## src/hw/rtl/itd_pkg.sv

```systemverilog
`default_nettype none
package itd_pkg;

	localparam int MAX_CHARS = 31;
	localparam int CNT_W     = $clog2(MAX_CHARS + 1);
	localparam int DIGITS    = 10;
	localparam int DIG_IDX_W = $clog2(DIGITS);

	localparam logic [7:0]  DIGIT_ZERO = 8'h30;
	localparam logic [7:0]  MINUS_SIGN = 8'h2d;
	localparam logic [7:0]  SPACE_CHAR = 8'h20;
	localparam logic [31:0] RECIP_TEN  = 32'hcccc_cccd;
	localparam int          RECIP_SH   = 35;

	typedef enum logic [1:0] {
		ST_IDLE,
		ST_CONV,
		ST_PREP,
		ST_EMIT
	} state_t;

	typedef struct packed {
		logic load;
		logic step;
		logic prep;
		logic emit;
	} cmd_t;

	typedef struct packed {
		logic conv_done;
		logic out_free;
		logic idx_zero;
	} sts_t;

endpackage
`default_nettype wire

```

## src/hw/rtl/itd_ctrl.sv

```systemverilog
`default_nettype none
module itd_ctrl (
	input  wire logic          clk,
	input  wire logic          arst_n,
	input  wire logic          in_valid,
	output logic               in_ready,
	input  itd_pkg::sts_t      sts,
	output itd_pkg::cmd_t      cmd
);

	itd_pkg::state_t state_q;
	itd_pkg::state_t state_d;

	always_ff @(posedge clk or negedge arst_n) begin
		if (!arst_n) begin
			state_q <= itd_pkg::ST_IDLE;
		end else begin
			state_q <= state_d;
		end
	end

	always_comb begin
		state_d  = state_q;
		in_ready = 1'b0;
		cmd      = '0;
		unique case (state_q)
			itd_pkg::ST_IDLE: begin
				in_ready = 1'b1;
				if (in_valid) begin
					cmd.load = 1'b1;
					state_d  = itd_pkg::ST_CONV;
				end
			end
			itd_pkg::ST_CONV: begin
				cmd.step = 1'b1;
				if (sts.conv_done) begin
					state_d = itd_pkg::ST_PREP;
				end
			end
			itd_pkg::ST_PREP: begin
				cmd.prep = 1'b1;
				state_d  = itd_pkg::ST_EMIT;
			end
			itd_pkg::ST_EMIT: begin
				if (sts.out_free) begin
					cmd.emit = 1'b1;
					if (sts.idx_zero) begin
						state_d = itd_pkg::ST_IDLE;
					end
				end
			end
			default: begin
				state_d = itd_pkg::ST_IDLE;
			end
		endcase
	end

endmodule
`default_nettype wire

```

## config.mk

```make
export PLATFORM = sky130hd
export DESIGN_NAME = itd_ctrl
export DESIGN_NICKNAME = d
export VERILOG_FILES = /design/src/hw/rtl/itd_pkg.sv /design/src/hw/rtl/itd_ctrl.sv
export SDC_FILE = /design/constraint.sdc
export NUM_CORES = 1
export LEC_CHECK = 0
export BUFFER_PORTS_ARGS = -buffer_cell sky130_fd_sc_hd__buf_4
export CAP_MARGIN = 5
export CORE_AREA = 2 2 39 41
export DETAILED_ROUTE_END_ITERATION = 12
export DIE_AREA = 0 0 41 43
export PLACE_DENSITY = 0.37
export SLEW_MARGIN = 20
export SYNTH_ARGS = -nofsm -noshare
export SYNTH_HDL_FRONTEND = slang
export SYNTH_SLANG_ARGS = --single-unit
```

## constraint.sdc

```tcl
create_clock -name clk -period 1.6 [get_ports clk]
set_input_delay 0.16 -clock clk [delete_from_list [all_inputs] [get_ports clk]]
set_output_delay 0.16 -clock clk [all_outputs]
set_load 0.01 [all_outputs]
```

==> out/metrics.cfg, run 1 <==
[placement]
place_ws_ns=0.0197
gp_congestion=0.641
hpwlAfterDp_um=338
port_buffers=10
dp.cells=45

[setup_path]
worstSetupStartpointType=register
worstSetupEndpointType=register
cpMaxStageDelayCell=a222oi_1
cp_max_fo=4
max_stage_delay_ns=0.39
arrival_ns=1.58
path_cells=inv_2 -> ha_2 -> a222oi_1 -> mux2_1
critPathKind=register to register
cp_num_buf_inv=1
crit_family=compound AO/OA/AOI/OAI gates
required_ns=1.70

[yosys]
synthTopCellsByArea=dfrtp_1, ha_1, inv_1, mux2_1, a222oi_1
yosysSeqAreaShare_pct=29.9
yosysTopAreaCell=dfrtp_1
synth.mux.area_fraction_pct=12.7
syn_area_um2=168
synth_top_family_by_area=adder cells
synth_adder_area_share_pct=29.9
yosysTopAreaCellShare_pct=29.9
ys_warn_count=0
synth_cell_type_count=10
synth-simple-area-share_pct=12.7
syn_inst=17
synth_compound_area_share_pct=5.97
synth_xor_area_share_pct=0
synth.avg_cell_area_um2=9.86
syn_nets=27
ys_ff_latch=2

[routing]
via_count=176
via_per_inst=3.52
drt_pass1_iterations=4
antenna_left=0
wire_per_inst_um=8.12
totalWireLength_um=406
drc=0
first_iter_violations=2

[sta]
setup_violations=0
finalSetupTns_ns=0
fin_crit_sh_pct=92.9
finClkSkew_ns=0.00299
final_hold_viol_count=0
worst_pin_slew_ns=0.388
setup_ws_ns=0.113
max_freq_mhz=673
min_period_ns=1.49
drv_slew=0
relSlewSlack_pct=74.1

[layout]
largest_reg_flops=2
layout-area-overhead-vs-synth_pct=94.8
nNetsFinal=46
layout_commonest_cell=buf_4
regMostFlops=state_q
layout_common_cells=buf_4, clkbuf_4
diodes=0
stdcell_count=50
reg_top3=state_q x2
drive_gt1_share_pct=64.7

[global_route]
grt_pass1_vias=178
grt_pass1_wl_um=627
grt_max_degree=5
antenna_found_initial=0
grt_overflow=0
grt.total_usage_pct=5.93

[clock_tree]
cts_buffers=3
cts_tree=done
cts.sinks=2
clk_pin_slew_ns=0.03
cts_htree_levels=1
cts_root_buffer=clkbuf_4
clkLatencyLatePin_ns=0.22
cts.path.max_buffers=2

[floorplan]
core_area_mm2=0.00138
die_w_um=41
start_util_pct=12.1
row_count=14
boundaryPins=11
die_area_mm2=0.00176
die-height_um=43

[status]
outcome=completed

[run]
drv_cap=0

[pwr]
cellLeakagePower_uw=0.000174
ir_drop_mv=0.678
power.density_mw_per_mm2=1870

[worst_hold_path]
min_path_type=primary input to async pin

## timing repair
action,CTS,global route
endpoints found under the hold margin,2,0
gates resized for setup,0,5
setup buffers,0,1
endpoints found under the setup margin,0,2
hold buffers,1,0
## cells by family (layout without fill, tap and decap cells)
kind of cell / count (synthesis) / after routing
adders and majority gates: 4 / 4
and+or+nand+nor: 4 / 4
buffers and inverters: 4 / 21
muxes: 2 / 2
DFF: 2 / 2
AOI/OAI and AO/OA: 1 / 1
## power by group
part	total (µW)	switching [µW]	leakage, µW	internal [µW]
logic	394	165	0.000137	229
registers	108	27.1	0.0000235	80.5
clock network	109	26.9	0.0000138	82.6
total	612	219	0.000174	392
## worst paths after layout
kind | slack (ns) | from | endpoint | cells after the start
min in group clk | 0.43 | sts[1] | state_q[1]$_DFFE_PN0P_ | 4
max reg2reg | 0.11 | state_q[1]$_DFFE_PN0P_ | state_q[1]$_DFFE_PN0P_ | 4
max in group asynchronous | 1.24 | arst_n | state_q[0]$_DFFE_PN0P_ | 2
min | 0.27 | arst_n | state_q[1]$_DFFE_PN0P_ | 2
max | 0.11 | state_q[1]$_DFFE_PN0P_ | state_q[1]$_DFFE_PN0P_ | 4
min reg2reg | 0.56 | state_q[1]$_DFFE_PN0P_ | state_q[1]$_DFFE_PN0P_ | 1
## cell type report
type | count | area, µm²
fill | 156 | 1060
multi-input combinational | 11 | 111
timing repair buffer | 14 | 108
sequential | 2 | 50.0
clock buffer | 3 | 22.5
tap | 16 | 20.0
inverter | 4 | 15.0
## per-layer routing
metal | part of all wire, % | GRT usage, %
met1 | 41 | 5.48
met2 | 46 | 7.50
met5 | 0 | 0
met4 | 0 | 6.00
met3 | 13 | 4.71
## through the flow
step | hold slack [ns] | utilization, % | cell area [µm²] | total power (µW)
2_1_floorplan | -0.136 | - | 168 | 291
3_3_place_gp | -0.0573 | 20.1 | 278 | 453
3_5_place_dp | -0.0562 | 20.1 | 278 | 463
4_1_cts | 0.247 | 22.4 | 310 | 581
5_1_grt | 0.271 | 23.6 | 327 | 679
6_report | 0.270 | 23.6 | 327 | 612
## synthesized netlist by cell type
cell      number
mux2i_1        1
and2_2         1
nand2_1        1
inv_1          4
a222oi_1       1
mux2_1         1
ha_1           4
dfrtp_1        2
nor2_1         1
and2_1         1
No activity file was read; power rests on OpenSTA's default activity.
==> run 2: changes to the inputs <==
RECOVER_POWER = 100   (was unset)
==> run 2 against run 1 <==
Flip-flop and latch count unchanged. Fmax grew 0.13%. Clock power hardly changed. Die area stayed put. Critical path depth is the same. Non-clock buffer count is the same. Sequential power about the same. Count of clock-buffer cells in the layout unchanged. Worst setup slack better by 0.0020 ns. Core utilization fell by 0.54 points.
==> out/metrics.cfg, run 2 (synthesis gave the netlist of run 1 again) <==
[status]
outcome=completed  ; unchanged

[pwr]
ir_drop_mv=0.674  ; was 0.678 mV
cellLeakagePower_uw=0.000166  ; was 0.000174 µW
power.density_mw_per_mm2=1890  ; was 1870 mW/mm²
finalPower_uw=604  ; was 612 µW

[floorplan]
core_area_mm2=0.00138  ; unchanged
die_area_mm2=0.00176  ; unchanged
die-height_um=43  ; unchanged
boundaryPins=11  ; unchanged
start_util_pct=12.1  ; unchanged
die_w_um=41  ; unchanged
row_count=14  ; unchanged

[clock_tree]
cts_tree=done  ; unchanged
clkLatencyLatePin_ns=0.22  ; about the same
cts.path.max_buffers=2  ; unchanged
clk_pin_slew_ns=0.03  ; about the same
cts.sinks=2  ; unchanged
cts_root_buffer=clkbuf_4  ; unchanged
cts_buffers=3  ; unchanged
cts_htree_levels=1  ; unchanged

[setup_path]
arrival_ns=1.58  ; about the same
worstSetupEndpointType=register  ; unchanged
cp_max_fo=4  ; unchanged
critPathKind=register to register  ; unchanged
worstSetupStartpointType=register  ; unchanged
required_ns=1.70  ; about the same

[layout]
regMostFlops=state_q  ; unchanged
largest_reg_flops=2  ; unchanged
layout_commonest_cell=buf_4  ; unchanged
layout_common_cells=buf_4, clkbuf_4  ; unchanged
drive_gt1_share_pct=58.8  ; was 64.7%
nNetsFinal=46  ; unchanged
layout-area-overhead-vs-synth_pct=90.3  ; was 94.8%
diodes=0  ; unchanged
reg_top3=state_q x2  ; unchanged

[sta]
rsz0062_at_grt=no
drv_slew=0  ; unchanged
fin_crit_sh_pct=92.8  ; was 92.9%
max_freq_mhz=673  ; about the same
hold_ws_ns=0.267  ; was 0.270 ns
finalSetupTns_ns=0  ; unchanged
relSlewSlack_pct=74.1  ; unchanged
setup_violations=0  ; unchanged
min_period_ns=1.48  ; was 1.49 ns
worst_pin_slew_ns=0.388  ; unchanged
final_hold_viol_count=0  ; unchanged
finClkSkew_ns=0.00299  ; about the same

[global_route]
antenna_found_initial=0  ; unchanged
grt.total_usage_pct=5.93  ; unchanged
grt_overflow=0  ; unchanged
grt_pass1_vias=178  ; unchanged
grt_pass1_wl_um=627  ; unchanged
grt_max_degree=5  ; unchanged

[run]
drv_cap=0  ; unchanged

[placement]
gp_congestion=0.641  ; unchanged
hpwlAfterDp_um=338  ; unchanged
port_buffers=10  ; unchanged

[routing]
first_iter_violations=2  ; unchanged
totalWireLength_um=409  ; was 406 µm
wire_per_inst_um=8.18  ; was 8.12 µm
drt_pass1_iterations=4  ; unchanged
via_count=176  ; unchanged
via_per_inst=3.52  ; unchanged
antenna_left=0  ; unchanged
drc=0  ; unchanged

[worst_hold_path]
min_path_type=primary input to async pin  ; unchanged

-- run 2: cell count changes in the layout (fill, tap and decap cells not counted) --
| cell | before | now |
|---|---|---|
| clkbuf_4 | 3 | 4 |
| buf_4 | 13 | 10 |
| clkbuf_1 | 0 | 2 |
-- run 2: per-stage QoR --
step / setup slack, ns / utilization [%] / cells / instance area [µm²]
2_1_floorplan: 0.0352 / - / 17 / 168
3_3_place_gp: 0.0632 / 20.1 / 45 / 278
3_5_place_dp: 0.0197 / 20.1 / 45 / 278
4_1_cts: 0.0246 / 22.4 / 49 / 310
5_1_grt: 0.00205 / 23.1 / 50 / 319
6_report: 0.115 / 23.1 / 50 / 319
-- run 2: worst max-delay path, cell delays in order, from the launching register on --
cell and delay, ns:
dfrtp_1 0.38, inv_2 0.06, ha_2 0.17, a222oi_1 0.39, mux2_1 0.37
-- run 2: worst paths after layout --
kind | startpoint | end | slack [ns] | cells after the start
max reg2reg | state_q[1]$_DFFE_PN0P_ | state_q[1]$_DFFE_PN0P_ | 0.12 | 4
max | state_q[1]$_DFFE_PN0P_ | state_q[1]$_DFFE_PN0P_ | 0.12 | 4
min reg2reg | state_q[1]$_DFFE_PN0P_ | state_q[1]$_DFFE_PN0P_ | 0.56 | 1
min in group clk | sts[1] | state_q[1]$_DFFE_PN0P_ | 0.43 | 4
max in group asynchronous | arst_n | state_q[0]$_DFFE_PN0P_ | 1.21 | 2
min | arst_n | state_q[1]$_DFFE_PN0P_ | 0.27 | 2
-- run 2: what timing repair did --
action / in CTS / in global routing
hold buffers: 1 / 0
hold endpoints to repair: 2 / 0
buffers inserted: 0 / 1
endpoints found under the setup margin: 0 / 2
resized for setup: 0 / 5
-- run 2: final cells by class --
| cell class | count | area [µm²] |
|---|---|---|
| Fill cell | 156 | 1060 |
| Multi-Input combinational cell | 11 | 111 |
| Timing Repair Buffer | 14 | 100 |
| Sequential cell | 2 | 50.0 |
| Clock buffer | 3 | 22.5 |
| Tap cell | 16 | 20.0 |
| Inverter | 4 | 15.0 |
-- run 2: metal layers --
| layer | vias to the layer above | track usage [%] | part of all wire, % | wire [µm] |
|---|---|---|---|---|
| li1 | 91 | - | - | - |
| met1 | 75 | 5.48 | 42 | 173 |
| met2 | 10 | 7.50 | 45 | 184 |
| met3 | 0 | 4.71 | 13 | 52 |
| met4 | 0 | 6.00 | 0 | 0 |
| met5 | - | 0 | 0 | 0 |
-- run 2: where the power goes --
part	internal (µW)	leakage [µW]	switching, µW	total (µW)
registers	80.5	0.0000235	26.9	107
logic	222	0.000129	165	387
clock network	82.6	0.0000138	26.9	110
total	385	0.000166	219	604
